**src/sv/arpool_pkg.sv**
```systemverilog
// ----------------------------------------------------------------------------
// arpool_pkg
// Shared types and constants of the arena pool bump allocator.
// ----------------------------------------------------------------------------
package arpool_pkg;

    localparam int MAX_ARENAS_DEF  = 16;
    localparam int OFFSET_BITS_DEF = 21;

    localparam int CMD_W       = 2;
    localparam int INDEX_W     = 4;
    localparam int BYTES_W     = 21;
    localparam int ALIGN_W     = 4;
    localparam int STATUS_W    = 2;
    localparam int FREE_W      = 5;
    localparam int TOTAL_W     = 5;
    localparam int CFG_INDEX_W = 1;
    localparam int CFG_DATA_W  = 21;

    localparam int TOTAL_RST = 16;
    localparam int BYTES_RST = 65536;

    localparam logic [CMD_W-1:0] CMD_GET     = 2'd0;
    localparam logic [CMD_W-1:0] CMD_RELEASE = 2'd1;
    localparam logic [CMD_W-1:0] CMD_ALLOC   = 2'd2;

    localparam logic [STATUS_W-1:0] RSP_OK      = 2'd0;
    localparam logic [STATUS_W-1:0] RSP_FAIL    = 2'd1;
    localparam logic [STATUS_W-1:0] RSP_IGNORED = 2'd2;

    localparam logic [CFG_INDEX_W-1:0] CFG_ARENA_TOTAL = 1'd0;
    localparam logic [CFG_INDEX_W-1:0] CFG_ARENA_BYTES = 1'd1;

    typedef struct packed {
        logic [CMD_W-1:0]   command;
        logic [INDEX_W-1:0] arena_index;
        logic [BYTES_W-1:0] request_bytes;
        logic [ALIGN_W-1:0] align_log2;
    } t_req;

    typedef struct packed {
        logic [STATUS_W-1:0] status;
        logic [INDEX_W-1:0]  granted_arena;
        logic [BYTES_W-1:0]  block_offset;
        logic [FREE_W-1:0]   free_arenas;
    } t_rsp;

    typedef struct packed {
        logic capture;
        logic commit;
    } t_dp_cmd;

    typedef enum logic {
        S_IDLE,
        S_EXEC
    } t_state;

endpackage

```
**src/sv/arpool_ctrl.sv**
```systemverilog
// ----------------------------------------------------------------------------
// arpool_ctrl
// Request sequencing: latch a request, execute it, hand the result to the
// output register.
// ----------------------------------------------------------------------------
module arpool_ctrl (
    input  logic                i_clk,
    input  logic                i_rst_n,
    input  logic                i_in_valid,
    output logic                o_in_stall,
    output logic                o_out_valid,
    input  logic                i_out_stall,
    output arpool_pkg::t_dp_cmd o_cmd
);

    arpool_pkg::t_state r_state;
    arpool_pkg::t_state n_state;
    logic               r_out_valid;
    logic               n_out_valid;
    logic               w_commit;

    always_comb begin
        n_state = r_state;
        case (r_state)
            arpool_pkg::S_IDLE: begin
                if (i_in_valid) begin
                    n_state = arpool_pkg::S_EXEC;
                end
            end
            arpool_pkg::S_EXEC: begin
                if (w_commit) begin
                    n_state = arpool_pkg::S_IDLE;
                end
            end
            default: begin
                n_state = arpool_pkg::S_IDLE;
            end
        endcase
    end

    always_comb begin
        o_in_stall     = 1'b1;
        o_cmd.capture  = 1'b0;
        w_commit       = 1'b0;
        case (r_state)
            arpool_pkg::S_IDLE: begin
                o_in_stall    = 1'b0;
                o_cmd.capture = i_in_valid;
            end
            arpool_pkg::S_EXEC: begin
                w_commit = !r_out_valid || !i_out_stall;
            end
            default: begin
                o_in_stall = 1'b1;
            end
        endcase
        o_cmd.commit = w_commit;
    end

    always_comb begin
        if (w_commit) begin
            n_out_valid = 1'b1;
        end else if (!i_out_stall) begin
            n_out_valid = 1'b0;
        end else begin
            n_out_valid = r_out_valid;
        end
    end

    always_ff @(posedge i_clk) begin
        if (!i_rst_n) begin
            r_state     <= arpool_pkg::S_IDLE;
            r_out_valid <= 1'b0;
        end else begin
            r_state     <= n_state;
            r_out_valid <= n_out_valid;
        end
    end

    assign o_out_valid = r_out_valid;

endmodule

```
**src/sv/arpool_dp.sv**
```systemverilog
// ----------------------------------------------------------------------------
// arpool_dp
// Pool datapath: claim bits, free count, offset memory with valid bits,
// free-arena search, align/add/compare and the result register.
// ----------------------------------------------------------------------------
module arpool_dp #(
    parameter int MAX_ARENAS  = arpool_pkg::MAX_ARENAS_DEF,
    parameter int OFFSET_BITS = arpool_pkg::OFFSET_BITS_DEF
) (
    input  logic                                i_clk,
    input  logic                                i_rst_n,
    input  logic                                i_cfg_we,
    input  logic [arpool_pkg::CFG_INDEX_W-1:0]  i_cfg_index,
    input  logic [arpool_pkg::CFG_DATA_W-1:0]   i_cfg_data,
    input  arpool_pkg::t_dp_cmd                 i_cmd,
    input  arpool_pkg::t_req                    i_req,
    output arpool_pkg::t_rsp                    o_rsp
);

    localparam int GW  = arpool_pkg::INDEX_W;
    localparam int BW  = arpool_pkg::BYTES_W;
    localparam int TW  = arpool_pkg::TOTAL_W;
    localparam int OW  = arpool_pkg::FREE_W;
    localparam int IW  = (MAX_ARENAS > 1) ? $clog2(MAX_ARENAS) : 1;
    localparam int FW  = $clog2(MAX_ARENAS + 1);
    localparam int CW  = (FW > GW) ? FW : GW;
    localparam int AW  = ((OFFSET_BITS > BW) ? OFFSET_BITS : BW) + 1;
    localparam int EW  = AW + 1;
    localparam int CNT_RST = (MAX_ARENAS < arpool_pkg::TOTAL_RST) ?
                             MAX_ARENAS : arpool_pkg::TOTAL_RST;
    localparam longint OFF_MAX = (64'd1 << OFFSET_BITS) - 64'd1;
    localparam longint CAP_RST = (longint'(arpool_pkg::BYTES_RST) > OFF_MAX) ?
                                 OFF_MAX : longint'(arpool_pkg::BYTES_RST);

    logic [FW-1:0]          r_cnt;
    logic [AW-1:0]          r_cap;
    logic [MAX_ARENAS-1:0]  r_claim;
    logic [MAX_ARENAS-1:0]  n_claim;
    logic [MAX_ARENAS-1:0]  r_live;
    logic [MAX_ARENAS-1:0]  n_live;
    logic [FW-1:0]          r_free;
    logic [FW-1:0]          n_free;
    logic [OFFSET_BITS-1:0] r_mem [MAX_ARENAS];
    logic [OFFSET_BITS-1:0] r_rd_data;
    logic                   r_rd_live;
    arpool_pkg::t_req       r_req;
    logic [AW-1:0]          r_mask;
    arpool_pkg::t_rsp       r_rsp;
    arpool_pkg::t_rsp       n_rsp;

    logic [FW-1:0]          w_cfg_cnt;
    logic [AW-1:0]          w_cfg_cap;
    logic [TW-1:0]          w_cfg_total;
    logic [AW-1:0]          w_cfg_bytes;
    logic [IW-1:0]          w_ix;
    logic                   w_in_range;
    logic [AW-1:0]          w_off;
    logic [AW-1:0]          w_aligned;
    logic [EW-1:0]          w_end;
    logic                   w_fits;
    logic                   w_found;
    logic [IW-1:0]          w_get_idx;
    logic                   w_mem_we;

    // effective register values
    always_comb begin
        w_cfg_total = i_cfg_data[TW-1:0];
        w_cfg_bytes = AW'(i_cfg_data[BW-1:0]);
        if (int'(w_cfg_total) > MAX_ARENAS) begin
            w_cfg_cnt = FW'(MAX_ARENAS);
        end else begin
            w_cfg_cnt = FW'(w_cfg_total);
        end
        if (w_cfg_bytes > AW'(OFF_MAX)) begin
            w_cfg_cap = AW'(OFF_MAX);
        end else begin
            w_cfg_cap = w_cfg_bytes;
        end
    end

    // lowest unclaimed arena below the count
    always_comb begin
        w_found   = 1'b0;
        w_get_idx = '0;
        for (int i = MAX_ARENAS - 1; i >= 0; i--) begin
            if (!r_claim[i] && (i < int'(r_cnt))) begin
                w_found   = 1'b1;
                w_get_idx = IW'(i);
            end
        end
    end

    always_comb begin
        w_ix       = IW'(r_req.arena_index);
        w_in_range = CW'(r_req.arena_index) < CW'(r_cnt);
        w_off      = r_rd_live ? AW'(r_rd_data) : '0;
        w_aligned  = (w_off + r_mask) & ~r_mask;
        w_end      = EW'(w_aligned) + EW'(r_req.request_bytes);
        w_fits     = w_end <= EW'(r_cap);
    end

    always_comb begin
        n_claim                = r_claim;
        n_live                 = r_live;
        n_free                 = r_free;
        w_mem_we               = 1'b0;
        n_rsp.status           = arpool_pkg::RSP_IGNORED;
        n_rsp.granted_arena    = r_req.arena_index;
        n_rsp.block_offset     = '0;
        case (r_req.command)
            arpool_pkg::CMD_GET: begin
                n_rsp.status        = arpool_pkg::RSP_FAIL;
                n_rsp.granted_arena = '0;
                if (w_found) begin
                    n_claim[w_get_idx]  = 1'b1;
                    n_rsp.status        = arpool_pkg::RSP_OK;
                    n_rsp.granted_arena = GW'(w_get_idx);
                    if (r_free != '0) begin
                        n_free = r_free - FW'(1);
                    end
                end
            end
            arpool_pkg::CMD_RELEASE: begin
                if (w_in_range && r_claim[w_ix]) begin
                    n_claim[w_ix] = 1'b0;
                    n_live[w_ix]  = 1'b0;
                    n_free        = r_free + FW'(1);
                    n_rsp.status  = arpool_pkg::RSP_OK;
                end
            end
            arpool_pkg::CMD_ALLOC: begin
                n_rsp.status = arpool_pkg::RSP_FAIL;
                if (w_in_range && w_fits) begin
                    w_mem_we           = 1'b1;
                    n_live[w_ix]       = 1'b1;
                    n_rsp.status       = arpool_pkg::RSP_OK;
                    n_rsp.block_offset = BW'(w_aligned);
                end
            end
            default: begin
                n_rsp.status = arpool_pkg::RSP_IGNORED;
            end
        endcase
        n_rsp.free_arenas = OW'(n_free);
    end

    always_ff @(posedge i_clk) begin
        if (!i_rst_n) begin
            r_cnt   <= FW'(CNT_RST);
            r_cap   <= AW'(CAP_RST);
            r_claim <= '0;
            r_live  <= '0;
            r_free  <= FW'(CNT_RST);
        end else if (i_cfg_we) begin
            case (i_cfg_index)
                arpool_pkg::CFG_ARENA_TOTAL: begin
                    r_cnt  <= w_cfg_cnt;
                    r_free <= w_cfg_cnt;
                end
                arpool_pkg::CFG_ARENA_BYTES: begin
                    r_cap  <= w_cfg_cap;
                    r_free <= r_cnt;
                end
                default: begin
                    r_free <= r_cnt;
                end
            endcase
            r_claim <= '0;
            r_live  <= '0;
        end else if (i_cmd.commit) begin
            r_claim <= n_claim;
            r_live  <= n_live;
            r_free  <= n_free;
        end
    end

    always_ff @(posedge i_clk) begin
        if (i_cmd.commit && w_mem_we && !i_cfg_we) begin
            r_mem[w_ix] <= OFFSET_BITS'(w_end);
        end
        if (i_cmd.capture) begin
            r_rd_data <= r_mem[IW'(i_req.arena_index)];
            r_rd_live <= r_live[IW'(i_req.arena_index)];
            r_req     <= i_req;
            r_mask    <= ~({AW{1'b1}} << i_req.align_log2);
        end
        if (i_cmd.commit) begin
            r_rsp <= n_rsp;
        end
    end

    assign o_rsp = r_rsp;

    a_free_matches_claims: assert property (@(posedge i_clk) disable iff (!i_rst_n)
        int'(r_free) + $countones(r_claim) == int'(r_cnt))
        else $error("free count disagrees with claim bits");

    a_claims_in_range: assert property (@(posedge i_clk) disable iff (!i_rst_n)
        (r_claim >> r_cnt) == '0)
        else $error("claim bit set beyond arena count");

    a_get_sets_claim: assert property (@(posedge i_clk) disable iff (!i_rst_n)
        (i_cmd.commit && !i_cfg_we && r_req.command == arpool_pkg::CMD_GET && w_found)
        |=> r_claim[$past(w_get_idx)])
        else $error("granted arena not marked claimed");

endmodule

```
**src/sv/arena_pool_bump_allocator.sv**
```systemverilog
// ----------------------------------------------------------------------------
// arena_pool_bump_allocator
// Pool of arenas with claim/release and bump allocation inside an arena.
//
//   channel   valid        stall         payload
//   request   i_in_valid   o_in_stall    i_in_req  (arpool_pkg::t_req)
//   result    o_out_valid  i_out_stall   o_out_rsp (arpool_pkg::t_rsp)
//   config    i_cfg_we     -             i_cfg_index, i_cfg_data
//
// A request is latched in S_IDLE, which also reads its arena offset from the
// offset memory; S_EXEC runs the free-arena search or the align, add and
// capacity compare and writes the result register.
// A result waiting under i_out_stall holds the next request in execution.
// Synchronous active-low reset; offsets clear through per-arena valid bits,
// so no clearing pass. A config write rebuilds the pool.
// ----------------------------------------------------------------------------
module arena_pool_bump_allocator #(
    parameter int MAX_ARENAS  = arpool_pkg::MAX_ARENAS_DEF,
    parameter int OFFSET_BITS = arpool_pkg::OFFSET_BITS_DEF
) (
    input  logic                               i_clk,
    input  logic                               i_rst_n,
    input  logic                               i_cfg_we,
    input  logic [arpool_pkg::CFG_INDEX_W-1:0] i_cfg_index,
    input  logic [arpool_pkg::CFG_DATA_W-1:0]  i_cfg_data,
    input  logic                               i_in_valid,
    output logic                               o_in_stall,
    input  arpool_pkg::t_req                   i_in_req,
    output logic                               o_out_valid,
    input  logic                               i_out_stall,
    output arpool_pkg::t_rsp                   o_out_rsp
);

    arpool_pkg::t_dp_cmd w_cmd;

    arpool_ctrl u_ctrl (
        .i_clk       (i_clk),
        .i_rst_n     (i_rst_n),
        .i_in_valid  (i_in_valid),
        .o_in_stall  (o_in_stall),
        .o_out_valid (o_out_valid),
        .i_out_stall (i_out_stall),
        .o_cmd       (w_cmd)
    );

    arpool_dp #(
        .MAX_ARENAS  (MAX_ARENAS),
        .OFFSET_BITS (OFFSET_BITS)
    ) u_dp (
        .i_clk       (i_clk),
        .i_rst_n     (i_rst_n),
        .i_cfg_we    (i_cfg_we),
        .i_cfg_index (i_cfg_index),
        .i_cfg_data  (i_cfg_data),
        .i_cmd       (w_cmd),
        .i_req       (i_in_req),
        .o_rsp       (o_out_rsp)
    );

endmodule
```
**config.mk**
```make
export PLATFORM = sky130hd
export DESIGN_NAME = arena_pool_bump_allocator
export DESIGN_NICKNAME = d
export VERILOG_FILES = /design/src/sv/arpool_pkg.sv /design/src/sv/arpool_ctrl.sv /design/src/sv/arpool_dp.sv /design/src/sv/arena_pool_bump_allocator.sv
export SDC_FILE = /design/constraint.sdc
export NUM_CORES = 1
export LEC_CHECK = 0
export BUFFER_PORTS_ARGS = -buffer_cell sky130_fd_sc_hd__buf_4
export CORE_UTILIZATION = 30
export CTS_BUF_LIST = sky130_fd_sc_hd__clkbuf_16
export DETAILED_ROUTE_END_ITERATION = 10
export HOLD_SLACK_MARGIN = 0.1
export PLACE_DENSITY = 0.43
export SKIP_LAST_GASP = 1
export SLEW_MARGIN = 20
export SYNTH_ARGS = -nofsm -noshare
export SYNTH_HDL_FRONTEND = slang
export SYNTH_SLANG_ARGS = --single-unit
```
**constraint.sdc**
```tcl
create_clock -name i_clk -period 16 [get_ports i_clk]
set_clock_uncertainty 0.05 [all_clocks]
set_input_delay 3.2 -clock i_clk [delete_from_list [all_inputs] [get_ports i_clk]]
set_output_delay 3.2 -clock i_clk [all_outputs]
set_load 0.01 [all_outputs]
```
==> summary.txt <==
Synthesis
  – Dominant synthesized flop cell: edfxtp_1
  – Synthesized instance count: between 1,000 and 1,500
  – Syn avg cell area: between 15 and 20 sq um
  – Async SR Flop Fraction: 0%
  – EDFF count, synth: around 430
  – Sequential fraction of the synthesis area: approximately 64%
  – Synth top area share: between 50% and 60%
  – Area leader, netlist: edfxtp_1
  – Syn. warnings: 0
  – Synth Register Bits: approximately 500
  – Top post-synthesis cells by area: edfxtp_1, mux4_2, dfxtp_1
  – Mapped Area: 22,500 sq um
  – Mapped Nets: about 1,600
  – Synth cell types: 83

Cells and area
  – Share of layout cells above drive strength 1: between 20% and 30%
  – Nets: roughly 1,700
  – Area Overhead vs Synth: 16.4%

Job
  – Max Cap Viol: 0

Critical path
  – Critical Path Source Type: register
  – Crit path DAT: between 9 and 10 ns
  – Crit. Startpoint: u_dp.r_rd_live
  – Worst setup EP type: register
  – Reg2Reg Capture Point: u_dp.r_mem[14][2]
  – Crit Path Category: reg -> reg
  – Required time worst endpoint: 16.23 ns
  – Crit-path max FO: 27
  – R2R Path Start: u_dp.r_rd_live
  – R2r setup slk: just over 7 ns
  – FF-to-FF path depth: 25

Floorplanning
  – I/O pin cnt: between 90 and 100
  – Die Area: roughly 76,000 sq um
  – Die height: 276 um
  – Cell Rows: 99
  – Core Area: approximately 74,000 sq um
  – Die Width: 276 um
  – Starting Density: 30.5%

STA
  – Final period utilization: a little under three fifths
  – Final slew viol count: 0
  – Aggregate negative setup slack: 0 ns
  – Fin worst setup slack: just over 7 ns
  – RSZ-0062 raised after global routing: false
  – Final setup viols: 0
  – Final Critical Period: slightly below 9 ns
  – Max transition margin: 33.2%
  – Max frequency: 113 MHz
  – Worst Tran Pin Value: around 1.0 ns
  – Final hold violations: 0
  – Hold Slack: about 0.41 ns

Pwr
  – Pwr dens: approximately 120 nW/um^2
  – Leakage Power: about 8.8 nW
  – Maximum vdd drop: roughly 80 uV
  – Total Power: between 0.003 and 0.004 W

GRT
  – GRT Total Usage: between 15 and 20%
  – Antenna violations before repair: 4
  – Vias in the first global route: roughly 14,000
  – First-pass GRT wire length: around 94,000 um
  – Grt ovf: 0
  – Largest net degree at the start of global routing: 65

CTS
  – Clock-pin slew on the worst setup and hold paths: roughly 0.060 ns
  – Latest clock arrival within the worst-skew pair: just over 0.6 ns
  – Sink Count: roughly 500
  – Root Driver: clkbuf_16
  – Post-CTS sizing: 0
  – CTS Hold Buffers Added: 0
  – Post-CTS Setup Inserts: 0
  – CTS H-tree lvls: 2
  – Max clock buf depth: 3
  – Num CTS Buffers: 55
  – CTS tree: yes

Place
  – DP HPWL: 44,300 um
  – Pre-CTS WS: 7.10 ns
  – Gpl congestion: 0.863
  – IO buf count: 91

Drt
  – Iteration-0 DRC Markers: between 1,000 and 1,500
  – Post-route ant nets: 0
  – Drc violations: 0
  – Vias: ~13,000
  – Routed length per instance: 24.8 um
  – WL final: 65,000 um
  – DR vias/cell: approximately 5.1
  – Pre-antenna DRT Iters: 5

Worst hold path
  – Hold Startpoint: u_dp.r_cap[11]
  – Hold EP: u_dp.r_cap[11]
  – HP Class: reg -> reg
  – Worst hold path depth: 2

Status
  – Run status: completed
-- critical path, cell delays in order (launching register included) --
cell and delay (ns):
edfxtp_1 0.87, nand2_1 0.22, fa_1 0.49, nor2b_1 0.17, o31a_1 0.19, o211a_1 0.17, o21ai_0 0.09, nor2b_1 0.16
or2_2 0.27, a21oi_1 0.38, ha_1 0.38, a21oi_1 0.16, o21ai_1 0.11, o311ai_2 0.42, a21oi_1 0.17, a311o_1 0.42
xor2_2 0.78, ha_1 0.26, nand4_1 0.09, nor4_1 0.27, a21oi_1 0.11, o21ai_0 0.32, and3_1 0.51, nand4_2 0.73
nor2_2 0.33, buf_4 0.34
-- flip-flops by register name, summed over array words and instances (netlist names), named ones only --
signal and count:
u_dp.r_cap 21, u_dp.r_cnt 5, u_dp.r_rd_live 1, u_dp.o_rsp 32, u_dp.r_req 23, u_dp.r_claim 16
u_ctrl.r_state 1, u_dp.r_mask 15, u_dp.r_rd_data 21, u_ctrl.o_out_valid 1, u_dp.r_free 5, u_dp.r_mem 336
u_dp.w_ix 4
-- stage by stage --
step / instance area, sq um / util, % / instances
after CTS: 26100 / 35.5 / 2614
after detailed placement: 24400 / 33.2 / 2513
final: 26200 / 35.5 / 2617
after global placement: 24400 / 33.2 / 2513
after global routing: 26100 / 35.5 / 2615
after floorplan: 22500 / - / 1488
-- Yosys cell counts, drive strengths merged (5+ instances only) --
cell type  count
nor3          22
o31ai          5
nand2b        11
and4           5
nor4          16
a311oi         7
clkbuf        43
ha            66
o221a         14
nor2          83
dfxtp         65
inv           49
nand2        127
mux2i          6
a21boi        23
and2          24
o211ai        14
xor2          13
a21oi         52
xnor2         21
a21o          14
a31oi          7
mux4         114
and3          14
nand4         15
o21bai         7
o22ai          7
nor2b         21
o21ai         39
edfxtp       432
o21a          13
a211oi        15
a31o           5
buf           23
nand3         25
or3            6
o2bb2ai        9
-- how the worst max path moves through the flow --
| stage | end | slack, ns | cells after the start |
|---|---|---|---|
| after global routing | u_dp.r_mem[14][4] | 6.46 | 25 |
| after detailed placement | u_dp.r_mem[14][2] | 7.10 | 25 |
| after floorplan | u_dp.r_mem[7][0] | 8.59 | 28 |
| after CTS | u_dp.r_mem[14][2] | 7.07 | 25 |
| after global placement | u_dp.r_mem[13][2] | 7.36 | 25 |
| final | u_dp.r_mem[14][2] | 7.13 | 25 |
-- cell usage in the layout (no fill, tap or decap), types with 19 or more instances in the layout --
master | synthesis | layout
mux4_2 | 114 | 114
clkbuf_16 | 0 | 55
inv_1 | 49 | 57
nor2b_1 | 21 | 19
buf_4 | 0 | 131
nor3_1 | 19 | 19
nand3_1 | 23 | 23
o21ai_0 | 36 | 36
a21oi_1 | 48 | 48
nand2_1 | 125 | 125
and2_1 | 23 | 23
xnor2_1 | 21 | 21
edfxtp_1 | 432 | 432
nor2_1 | 83 | 67
a21boi_0 | 23 | 23
dfxtp_1 | 65 | 65
ha_1 | 66 | 66
-- power by group --
group | switching, W | internal, W | leakage (nW)
Combinational | 0.000320 | 0.000147 | 3.45
Sequential | 0.0000175 | 0.00151 | 4.47
Clock | 0.000524 | 0.000685 | 0.860
-- layout make-up --
type	count	area, sq um
Inverter	49	184
Clock inverter	46	315
Fill cell	7063	47400
Timing Repair Buffer	133	1010
Tap cell	959	1200
Sequential cell	497	14300
Antenna cell	2	5.00
Multi-Input combinational cell	876	7780
Clock buffer	55	1380
-- per-layer routing --
layer	track usage (%)	wire, um	vias to the layer above
met1	23.8	29600	6898
met5	0	0	-
met3	3.71	3510	89
li1	-	-	6128
met2	27.2	30200	336
met4	5.12	1760	0
-- cell families after synthesis --
family	share of synthesized area, %
simple gates	8.50
compound gates	8.84
xor+xnor	1.33
fa+ha+maj	3.90
flops	63.6
mux	11.8
buf+inv	2.08
Note: power is estimated with default switching activity, not from simulation.
